File: config.mk
export PLATFORM = sky130hd
export DESIGN_NAME = base32_byte_encoder
export DESIGN_NICKNAME = d
export VERILOG_FILES = /design/src/hdl/b32e_pkg.sv /design/src/hdl/b32e_front.sv /design/src/hdl/b32e_queue.sv /design/src/hdl/b32e_back.sv /design/src/hdl/base32_byte_encoder.sv
export VERILOG_INCLUDE_DIRS = /design/src /design/src/hdl
export SDC_FILE = /design/constraint.sdc
export NUM_CORES = 1
export LEC_CHECK = 0
export BUFFER_PORTS_ARGS = -buffer_cell sky130_fd_sc_hd__buf_2
export CELL_PAD_IN_SITES_DETAIL_PLACEMENT = 0
export CELL_PAD_IN_SITES_GLOBAL_PLACEMENT = 2
export CORE_AREA = 2 2 106 185
export CTS_CLUSTER_SIZE = 16
export DETAILED_ROUTE_END_ITERATION = 16
export DIE_AREA = 0 0 108 187
export GPL_ROUTABILITY_DRIVEN = 0
export HOLD_SLACK_MARGIN = 0.03
export PLACE_DENSITY_LB_ADDON = 0.1
export SETUP_SLACK_MARGIN = 0.02
export SLEW_MARGIN = 20
export SYNTH_ARGS = -nofsm -noshare
export SYNTH_HDL_FRONTEND = slang
export SYNTH_HIERARCHICAL = 1
export SYNTH_SLANG_ARGS = --single-unit
File: constraint.sdc
create_clock -name clk -period 4.89 [get_ports clk]
set_input_delay 0.978 -clock clk [delete_from_list [all_inputs] [get_ports clk]]
set_output_delay 0.978 -clock clk [all_outputs]
set_load 0.1 [all_outputs]
File: src/hdl/base32_byte_encoder_macros.svh
// Assertion macros shared by the base32 encoder RTL.
`ifndef BASE32_BYTE_ENCODER_MACROS_SVH
`define BASE32_BYTE_ENCODER_MACROS_SVH

`ifndef ASSERT_OFF

// Check that a property holds on every clock edge outside reset.
`define B32E_ASSERT(lbl, clk, rstn, prop, msg) \
	lbl: assert property (@(posedge clk) disable iff (!(rstn)) (prop)) else $error(msg);

// Check that a condition never becomes true outside reset.
`define B32E_NEVER(lbl, clk, rstn, cond, msg) \
	lbl: assert property (@(posedge clk) disable iff (!(rstn)) !(cond)) else $error(msg);

`else

`define B32E_ASSERT(lbl, clk, rstn, prop, msg)
`define B32E_NEVER(lbl, clk, rstn, cond, msg)

`endif

`endif

File: src/hdl/b32e_pkg.sv
// Types, constants and lookup functions of the base32 byte encoder.
package b32e_pkg;

	localparam int GROUP_BYTES   = 5;
	localparam int GROUP_BITS    = 8 * GROUP_BYTES;
	localparam int SYMS_PER_GRP  = 8;
	localparam int QUEUE_DEPTH   = 2;

	localparam logic [7:0] PAD_CHAR = 8'h3D;

	localparam logic ALPHA_ZBASE32 = 1'b0;
	localparam logic ALPHA_RFC4648 = 1'b1;

	localparam logic [0:31][7:0] ZB32_TABLE = "ybndrfg8ejkmcpqxot1uwisza345h769";
	localparam logic [0:31][7:0] RFC_TABLE  = "ABCDEFGHIJKLMNOPQRSTUVWXYZ234567";

	// One flushed group, as it waits between front and back.
	typedef struct packed {
		logic [GROUP_BITS-1:0] group;
		logic [2:0]            pads;
		logic                  last;
		logic                  alpha;
	} group_entry_t;

	// Head of the group queue as the back end sees it.
	typedef struct packed {
		logic         valid;
		group_entry_t entry;
	} queue_head_t;

	// Number of '=' symbols for a final group of n bytes.
	function automatic logic [2:0] pad_count(input logic [2:0] n);
		logic [2:0] p;
		case (n)
			3'd1:    p = 3'd6;
			3'd2:    p = 3'd4;
			3'd3:    p = 3'd3;
			3'd4:    p = 3'd1;
			default: p = 3'd0;
		endcase
		return p;
	endfunction

	function automatic logic [7:0] symbol_of(input logic alpha, input logic [4:0] idx);
		logic [7:0] s;
		if (alpha == ALPHA_RFC4648) begin
			s = RFC_TABLE[idx];
		end else begin
			s = ZB32_TABLE[idx];
		end
		return s;
	endfunction

endpackage

File: src/hdl/b32e_front.sv
// Front end: collects bytes into groups and pushes flushed groups.
module b32e_front (
	input  logic                  clk,
	input  logic                  arst_n,
	input  logic                  cfg_we,
	input  logic                  cfg_wdata,
	input  logic                  s_tvalid,
	output logic                  s_tready,
	input  logic [7:0]            s_tdata,
	input  logic                  s_tlast,
	input  logic                  queue_full,
	output logic                  push,
	output b32e_pkg::group_entry_t push_entry
);

	logic [31:0] pending_q;
	logic [2:0]  count_q;
	logic        alpha_q;
	logic        accept;
	logic        flush;
	logic [2:0]  n;

	assign s_tready = !queue_full;
	assign accept   = s_tvalid && s_tready;
	assign flush    = s_tlast || (count_q == 3'd4);
	assign push     = accept && flush;
	assign n        = count_q + 3'd1;

	always_comb begin
		case (count_q)
			3'd0:    push_entry.group = {s_tdata, 32'd0};
			3'd1:    push_entry.group = {pending_q[7:0], s_tdata, 24'd0};
			3'd2:    push_entry.group = {pending_q[15:0], s_tdata, 16'd0};
			3'd3:    push_entry.group = {pending_q[23:0], s_tdata, 8'd0};
			default: push_entry.group = {pending_q, s_tdata};
		endcase
		push_entry.pads  = s_tlast ? b32e_pkg::pad_count(n) : 3'd0;
		push_entry.last  = s_tlast;
		push_entry.alpha = alpha_q;
	end

	always_ff @(posedge clk or negedge arst_n) begin
		if (!arst_n) begin
			pending_q <= '0;
			count_q   <= '0;
			alpha_q   <= b32e_pkg::ALPHA_ZBASE32;
		end else begin
			if (cfg_we) begin
				alpha_q <= cfg_wdata;
			end
			if (accept) begin
				if (flush) begin
					pending_q <= '0;
					count_q   <= '0;
				end else begin
					pending_q <= {pending_q[23:0], s_tdata};
					count_q   <= n;
				end
			end
		end
	end

endmodule

File: src/hdl/b32e_queue.sv
// Short queue of flushed groups between front and back end.
`include "base32_byte_encoder_macros.svh"
module b32e_queue #(
	parameter int DEPTH = b32e_pkg::QUEUE_DEPTH
) (
	input  logic                   clk,
	input  logic                   arst_n,
	input  logic                   push,
	input  b32e_pkg::group_entry_t push_entry,
	output logic                   full,
	input  logic                   pop,
	output b32e_pkg::queue_head_t  head
);

	localparam int PW = (DEPTH > 1) ? $clog2(DEPTH) : 1;
	localparam int CW = $clog2(DEPTH + 1);

	b32e_pkg::group_entry_t mem_q [DEPTH];
	logic [PW-1:0] wr_ptr_q;
	logic [PW-1:0] rd_ptr_q;
	logic [CW-1:0] count_q;

	assign full       = (count_q == CW'(DEPTH));
	assign head.valid = (count_q != '0);
	assign head.entry = mem_q[rd_ptr_q];

	function automatic logic [PW-1:0] next_ptr(input logic [PW-1:0] p);
		return (p == PW'(DEPTH - 1)) ? '0 : p + PW'(1);
	endfunction

	always_ff @(posedge clk) begin
		if (push) begin
			mem_q[wr_ptr_q] <= push_entry;
		end
	end

	always_ff @(posedge clk or negedge arst_n) begin
		if (!arst_n) begin
			wr_ptr_q <= '0;
			rd_ptr_q <= '0;
			count_q  <= '0;
		end else begin
			if (push) begin
				wr_ptr_q <= next_ptr(wr_ptr_q);
			end
			if (pop) begin
				rd_ptr_q <= next_ptr(rd_ptr_q);
			end
			if (push && !pop) begin
				count_q <= count_q + CW'(1);
			end else if (pop && !push) begin
				count_q <= count_q - CW'(1);
			end
		end
	end

	`B32E_NEVER(a_push_full, clk, arst_n, push && full, "group pushed into full queue")
	`B32E_NEVER(a_pop_empty, clk, arst_n, pop && !head.valid, "group popped from empty queue")

endmodule

File: src/hdl/b32e_back.sv
// Back end: turns each queued group into eight symbols, one per cycle while the receiver is ready.
`include "base32_byte_encoder_macros.svh"
module b32e_back (
	input  logic                  clk,
	input  logic                  arst_n,
	input  b32e_pkg::queue_head_t head,
	output logic                  pop,
	output logic                  m_tvalid,
	input  logic                  m_tready,
	output logic [7:0]            m_tdata,
	output logic                  m_tlast
);

	logic [2:0]       k_q;
	logic             out_valid_q;
	logic [7:0]       sym_q;
	logic             last_q;
	logic             load;
	logic [7:0][4:0]  slices;
	logic [4:0]       idx;
	logic [3:0]       pad_sum;
	logic [7:0]       sym;

	assign slices  = head.entry.group;
	assign idx     = slices[3'd7 - k_q];
	assign pad_sum = {1'b0, k_q} + {1'b0, head.entry.pads};
	assign sym     = pad_sum[3] ? b32e_pkg::PAD_CHAR
	                            : b32e_pkg::symbol_of(head.entry.alpha, idx);

	assign load = head.valid && (!out_valid_q || m_tready);
	assign pop  = load && (k_q == 3'd7);

	assign m_tvalid = out_valid_q;
	assign m_tdata  = sym_q;
	assign m_tlast  = last_q;

	always_ff @(posedge clk) begin
		if (load) begin
			sym_q  <= sym;
			last_q <= head.entry.last && (k_q == 3'd7);
		end
	end

	always_ff @(posedge clk or negedge arst_n) begin
		if (!arst_n) begin
			k_q         <= '0;
			out_valid_q <= 1'b0;
		end else begin
			if (load) begin
				k_q         <= k_q + 3'd1;
				out_valid_q <= 1'b1;
			end else if (m_tready) begin
				out_valid_q <= 1'b0;
			end
		end
	end

	`B32E_ASSERT(a_mid_group, clk, arst_n, (k_q != 3'd0) |-> head.valid,
		"symbol counter mid-group without a queued group")
	`B32E_ASSERT(a_pop_loads, clk, arst_n, pop |=> m_tvalid,
		"group retired without its final symbol in the output register")

endmodule

File: src/hdl/base32_byte_encoder.sv
// The first symbol of a group reaches the output register by way of the group queue after its flushing byte is taken.
// The back end emits one symbol per cycle while the receiver is ready and a group is queued;
// each group of up to five bytes yields eight symbols.
// The group queue lets the front take bytes while the back end drains a group.
// Reset (arst_n low, asynchronous) empties the queue and pending bytes and
// selects the z-base-32 alphabet.
module base32_byte_encoder #(
	parameter int QUEUE_DEPTH = b32e_pkg::QUEUE_DEPTH
) (
	input  logic       clk,
	input  logic       arst_n,
	// alphabet select: 0 z-base-32, 1 RFC 4648
	input  logic       cfg_we,
	input  logic       cfg_wdata,
	input  logic       s_tvalid,
	output logic       s_tready,
	input  logic [7:0] s_tdata,   // [7:0] data_byte
	input  logic       s_tlast,   // last_of_message
	output logic       m_tvalid,
	input  logic       m_tready,
	output logic [7:0] m_tdata,   // [7:0] symbol
	output logic       m_tlast    // last_symbol
);

	// Front to queue request and queue status.
	logic                   push;
	logic                   queue_full;
	b32e_pkg::group_entry_t push_entry;

	// Queue head to back end and the retire request back.
	b32e_pkg::queue_head_t  head;
	logic                   pop;

	// Collect bytes; push a group on the fifth byte or the last one.
	b32e_front u_front (
		.clk        (clk),
		.arst_n     (arst_n),
		.cfg_we     (cfg_we),
		.cfg_wdata  (cfg_wdata),
		.s_tvalid   (s_tvalid),
		.s_tready   (s_tready),
		.s_tdata    (s_tdata),
		.s_tlast    (s_tlast),
		.queue_full (queue_full),
		.push       (push),
		.push_entry (push_entry)
	);

	// Hold flushed groups so either side can stall on its own.
	b32e_queue #(
		.DEPTH (QUEUE_DEPTH)
	) u_queue (
		.clk        (clk),
		.arst_n     (arst_n),
		.push       (push),
		.push_entry (push_entry),
		.full       (queue_full),
		.pop        (pop),
		.head       (head)
	);

	// Serialize each group into eight symbols through the output register.
	b32e_back u_back (
		.clk      (clk),
		.arst_n   (arst_n),
		.head     (head),
		.pop      (pop),
		.m_tvalid (m_tvalid),
		.m_tready (m_tready),
		.m_tdata  (m_tdata),
		.m_tlast  (m_tlast)
	);

endmodule

## Word level (Yosys, flattened, before mapping)

Memory sizes are Yosys's and may differ from the RTL's.
Cells that the tools add are included.
W data, S select, Z words.

- Bitwise gates (word level): 1
- Mux-type cells: 20
- Order comparisons: 2
- Eq/ne operators: 10
- Add/subtract/negate cells: 8
- Reductions and logical operators: 17

Operators with widths:

| operator | number |
|---|---|
| $pmux W40 S4 | 1 |
| $mux W8 | 5 |
| $mux W32 | 1 |
| $bmux W5 S3 | 1 |
| $eq A3 B2 Y1 const B | 4 |
| $pmux W3 S4 | 1 |
| $eq A3 B3 Y1 const B | 3 |
| $logic_and A1 B1 Y1 | 7 |
| $add A3 B1 Y3 const B | 2 |
| $eq A3 B1 Y1 const B | 2 |
| $ge A6 B6 Y1 const B | 1 |
| $mux W1 | 6 |
| $mux W3 | 2 |
| $not A5 Y6 | 1 |
| $reduce_bool A2 Y1 | 3 |
| $mux W5 | 1 |
| $add A3 B3 Y4 | 1 |
| $logic_not A1 Y1 | 4 |
| $lt A3 B4 Y1 const B | 1 |
| $mux W2 | 2 |
| $logic_not A3 Y1 | 1 |
| $sub A3 B3 Y3 const A | 1 |
| $add A1 B1 Y1 const B | 2 |
| $add A2 B1 Y2 const B | 1 |
| other kinds (3) | 4 |

- Output and inout bits: 11
- Input bits: 15
- Memory bits (read-only): 512
- Memory bits (writable): 90
- Memories: 3
- Register bits after elaboration: 53

Memory list:

| name | words | width | rd ports | clocked after Yosys merged registers in | wr ports | RTL line | source |
|---|---|---|---|---|---|---|---|
| (name not given) | 32 | 8 | 1 | 0 | 0 | b32e_pkg.sv:49 | `s = ZB32_TABLE[idx];` |
| (name not given) | 32 | 8 | 1 | 0 | 0 | b32e_pkg.sv:47 | `s = RFC_TABLE[idx];` |
| u_queue.mem_q | 2 | 45 | 1 | 0 | 1 | b32e_queue.sv:18 | `b32e_pkg::group_entry_t mem_q [DEPTH];` |

## Longest topological paths before layout

- Word-level depth: 8
- Mapped depth: 12
- Mapped depth without buffers: 10

## By module

The synthesis kept the hierarchy.

By module, submodules not included:

| module | instances | cells each | area each (µm²) | seq. area each (µm²) |
|---|---|---|---|---|
| b32e_queue | 1 | 156 | 3636.0 | 2802.7 |
| b32e_front | 1 | 237 | 2285.9 | 900.9 |
| b32e_back | 1 | 135 | 1445.1 | 340.3 |

## Worst setup path after synthesis

Ideal clock, no wire load.

- Path kind: input -> register
- Start point: input s_tvalid
- End point: memory u_queue/mem_q[0][0] (netlist bit), enable pin
- Cell stages on the path: 5
- Arrival time: 3.651 ns
- Setup slack: 0.786 ns
- Setup time: 0.453 ns
- Path through: nand2b_1 > buf_2 > buf_1 > nor2_1 > nor2b_1

- Longest elaborated chain between the ends: 4

Ends and longest elaborated chain:

| item | RTL line | source |
|---|---|---|
| start: declaration | base32_byte_encoder.sv:15 | `input logic s_tvalid,` |
| $logic_and A1 B1 Y1 | b32e_front.sv:24 | `assign accept = s_tvalid && s_tready;` |
| $logic_and A1 B1 Y1 | b32e_front.sv:26 | `assign push = accept && flush;` |
| named net push | base32_byte_encoder.sv:26 | `logic push;` |
| $mux W1 | b32e_queue.sv:32 | `if (push) begin` |
| $mux W1 (implied by the code) | b32e_queue.sv:33 | `mem_q[wr_ptr_q] <= push_entry;` |
| end: declaration | b32e_queue.sv:18 |  |

The timed path passes the listed nets, and every way through them passes these cells.

==> impl_metrics.csv <==
group,metric,value,unit
status,status,"complete, no violations",
worst_setup_path,crit_required,5140,ps
routing,drc,0,
worst_setup_path,path_max_fanout,26,
global_route,grt_pass1_wl,26000,µm
sta,tightest_slew,919,ps
cts,cts_buffer_depth,2,
cts,htree_levels,4,
logic_synthesis,yosysWarnings,6,
global_route,first_global_vias,4598,
sta,max_slew_margin,38.6,%
sta,period_minus_slack,3760,ps
final_layout,synthToLayoutAreaGrowth,10.5,%
routing,wirelength,16500,µm
cts,numCtsBuffers,17,
routing,routed.top_layer,"met4",
final_layout,final_nets,576,
floorplan,dieArea,0.0202,mm²
sta,rsz0062_at_grt,"false",
cts,hold_buffers,0,
floorplan,die_h,187,µm
place,port_buffers,24,
place,hpwl,11700,µm
routing,drt_iter0_markers,231,
global_route,grt_max_degree,46,
cts,post-cts-setup-buffer-count,0,
sta,drv_slew,0,
sta,fin_tns_setup,0,ps
routing,routedLengthMet1,6420,µm
cts,clkTransAtPathRegs,60,ps
cts,ctsResizeCount,0,
logic_synthesis,yosysTopAreaCell,"edfxtp_1",
final_layout,drive_gt1_share,25.4,%
routing,vias_per_cell,5.51,
worst_setup_path,cp_data_arrival_time,4010,ps
logic_synthesis,synth_area,0.00737,mm²
logic_synthesis,ys_top_cells_by_area,"edfxtp_1 (40%), dfrtp_1 (15%), mux2_4 (9.4%), a22o_1 (3.1%), ha_1 (3.1%)",
final_layout,final_common_cell,"edfxtp_1",
floorplan,initial_core_util,39.1,%
worst_setup_path,cp-start-kind,"flop",
sta,setup_viol,0,
sta,max_freq,0.266,GHz
logic_synthesis,seq_area_frac_synth,54.9,%
logic_synthesis,synth_seq_cells,142,
sta,hold_violations,0,
cts,cts.sinks,142,
logic_synthesis,synth_cell_types,59,
global_route,antenna_found_initial,0,
logic_synthesis,synth_top_area_share,39.9,%
sta,fin_skew,11.6,ps
logic_synthesis,synth.avg_cell_area,14.0,µm²
sta,period_share,76.9,%
routing,dr.pass1.iters,7,
cts,cts_tree,"done",
worst_hold_path,hold_path.class,"flop to flop",
routing,postRouteAntennaNets,0,
floorplan,ios,26,
final_layout,final_cell_mix,"edfxtp_1 (98), mux2_4 (46), nand2_1 (45)",
worst_setup_path,worstSetupPathType,"flop to flop",
logic_synthesis,synthFlopType,"edfxtp_1",
routing,route.met2.wl,9040,µm
logic_synthesis,syn_inst,528,
floorplan,die_x,108,µm
routing,post_drt_wl_per_cell,20.7,µm
final_layout,final_cells,796,
place,dpl.cell_count,765,
cts,cts_root_buf,"clkbuf_16",
logic_synthesis,synth_edf_count,98,
cts,clock_latency,420,ps
routing,vias,4384,
floorplan,rows,67,
logic_synthesis,synth_nets,561,
flow_run,cap_violations,0,
worst_setup_path,crit_path_end_kind,"flop",
floorplan,core_area,0.0189,mm²
logic_synthesis,synthArstFlopShare,31.0,%
final_layout,n_antenna_cell,0,
global_route,grt-ovfl-total,0,
global_route,grt_usage,17.2,%
routing,route.met3.wl,542,µm
[through the flow]
stage | utilization (%) | setup slack, ps | area (µm²) | hold slack (ps)
after floorplan | - | 786 | 7370 | 446
after detailed placement | 40.1 | 1110 | 7560 | 462
after global routing | 43.2 | 825 | 8140 | 491
after global placement | 40.1 | 1170 | 7560 | 451
after CTS | 43.2 | 1080 | 8140 | 476
final | 43.2 | 1130 | 8140 | 476
[final timing paths]
path	start	endpoint	slack, ps	cells after the start
worst min-delay path	u_front/pending_q[28]	u_front/pending_q[28]	480	2
worst max-delay path	u_queue/rd_ptr_q	u_back/m_tdata[4]	1130	9
min in group asynchronous	arst_n	u_front/pending_q[18]	620	2
worst max register to register	u_queue/rd_ptr_q	u_back/m_tdata[4]	1130	9
worst min register to register	u_front/pending_q[28]	u_front/pending_q[28]	480	2
max in group asynchronous	arst_n	u_queue/rd_ptr_q	3770	2
[kinds of logic (layout without fill, tap and decap cells)]
group / Yosys count / in the layout / share of synthesized area (%)
AOI/OAI and AO/OA: 124 / 124 / 12.5
other: 1 / 1 / 0.0509
and+or+nand+nor: 88 / 88 / 5.76
DFF: 142 / 142 / 54.9
adders and majority gates: 18 / 18 / 3.06
muxes: 86 / 86 / 17.5
xor gates and xnor gates: 6 / 6 / 0.713
buffers and inverters: 63 / 90 / 5.47
[cell usage after synthesis, types with 4 or more instances]
cell type,n
o221ai_1,8
a22oi_1,17
mux2_4,46
nand2_1,45
buf_4,6
nand2b_1,4
edfxtp_1,98
a22o_1,26
mux2i_1,12
clkbuf_1,7
mux4_2,5
o21ai_0,32
xor2_1,4
nor2_1,11
and2_1,11
a21oi_1,9
mux2_2,15
buf_2,7
buf_6,9
nor2b_1,6
a222oi_1,8
dfrtp_1,44
ha_1,18
buf_12,4
inv_1,26
mux4_1,5
[worst max-delay path, stage by stage, from the launching register on]
cell,delay [ps]
dfrtp_2,850
mux2_2,400
mux4_1,510
mux2i_1,570
inv_1,270
ha_1,290
mux2_2,260
o22ai_1,130
a21oi_1,100
o211ai_1,190
[final cells by class]
class	count	area (µm²)
Fill cell	1749	10700
Multi-Input combinational cell	323	2930
Sequential cell	142	4050
Clock buffer	19	433
Inverter	26	97.6
Tap cell	241	302
Timing Repair Buffer	33	188
Clock inverter	12	145
[sequential cells by signal, summed over array words and instances, names as in the netlist]
| signal | flops |
|---|---|
| u_back/k_q | 3 |
| u_back/m_tdata | 7 |
| u_back/m_tlast | 1 |
| u_back/m_tvalid | 1 |
| u_front/alpha_q | 1 |
| u_front/count_q | 3 |
| u_front/pending_q | 32 |
| u_queue/count_q | 2 |
| u_queue/mem_q | 90 |
| u_queue/rd_ptr_q | 1 |
| u_queue/wr_ptr_q | 1 |
[routing by layer]
metal  GRT usage [%]  vias up
li1                -     2033
met1            20.0     2189
met2            30.4      133
met3            3.24       29
met4            7.40        0
met5               0        -
Power is not shown: default switching activity piles up to over one toggle a cycle in this logic, so the estimate is an artifact.
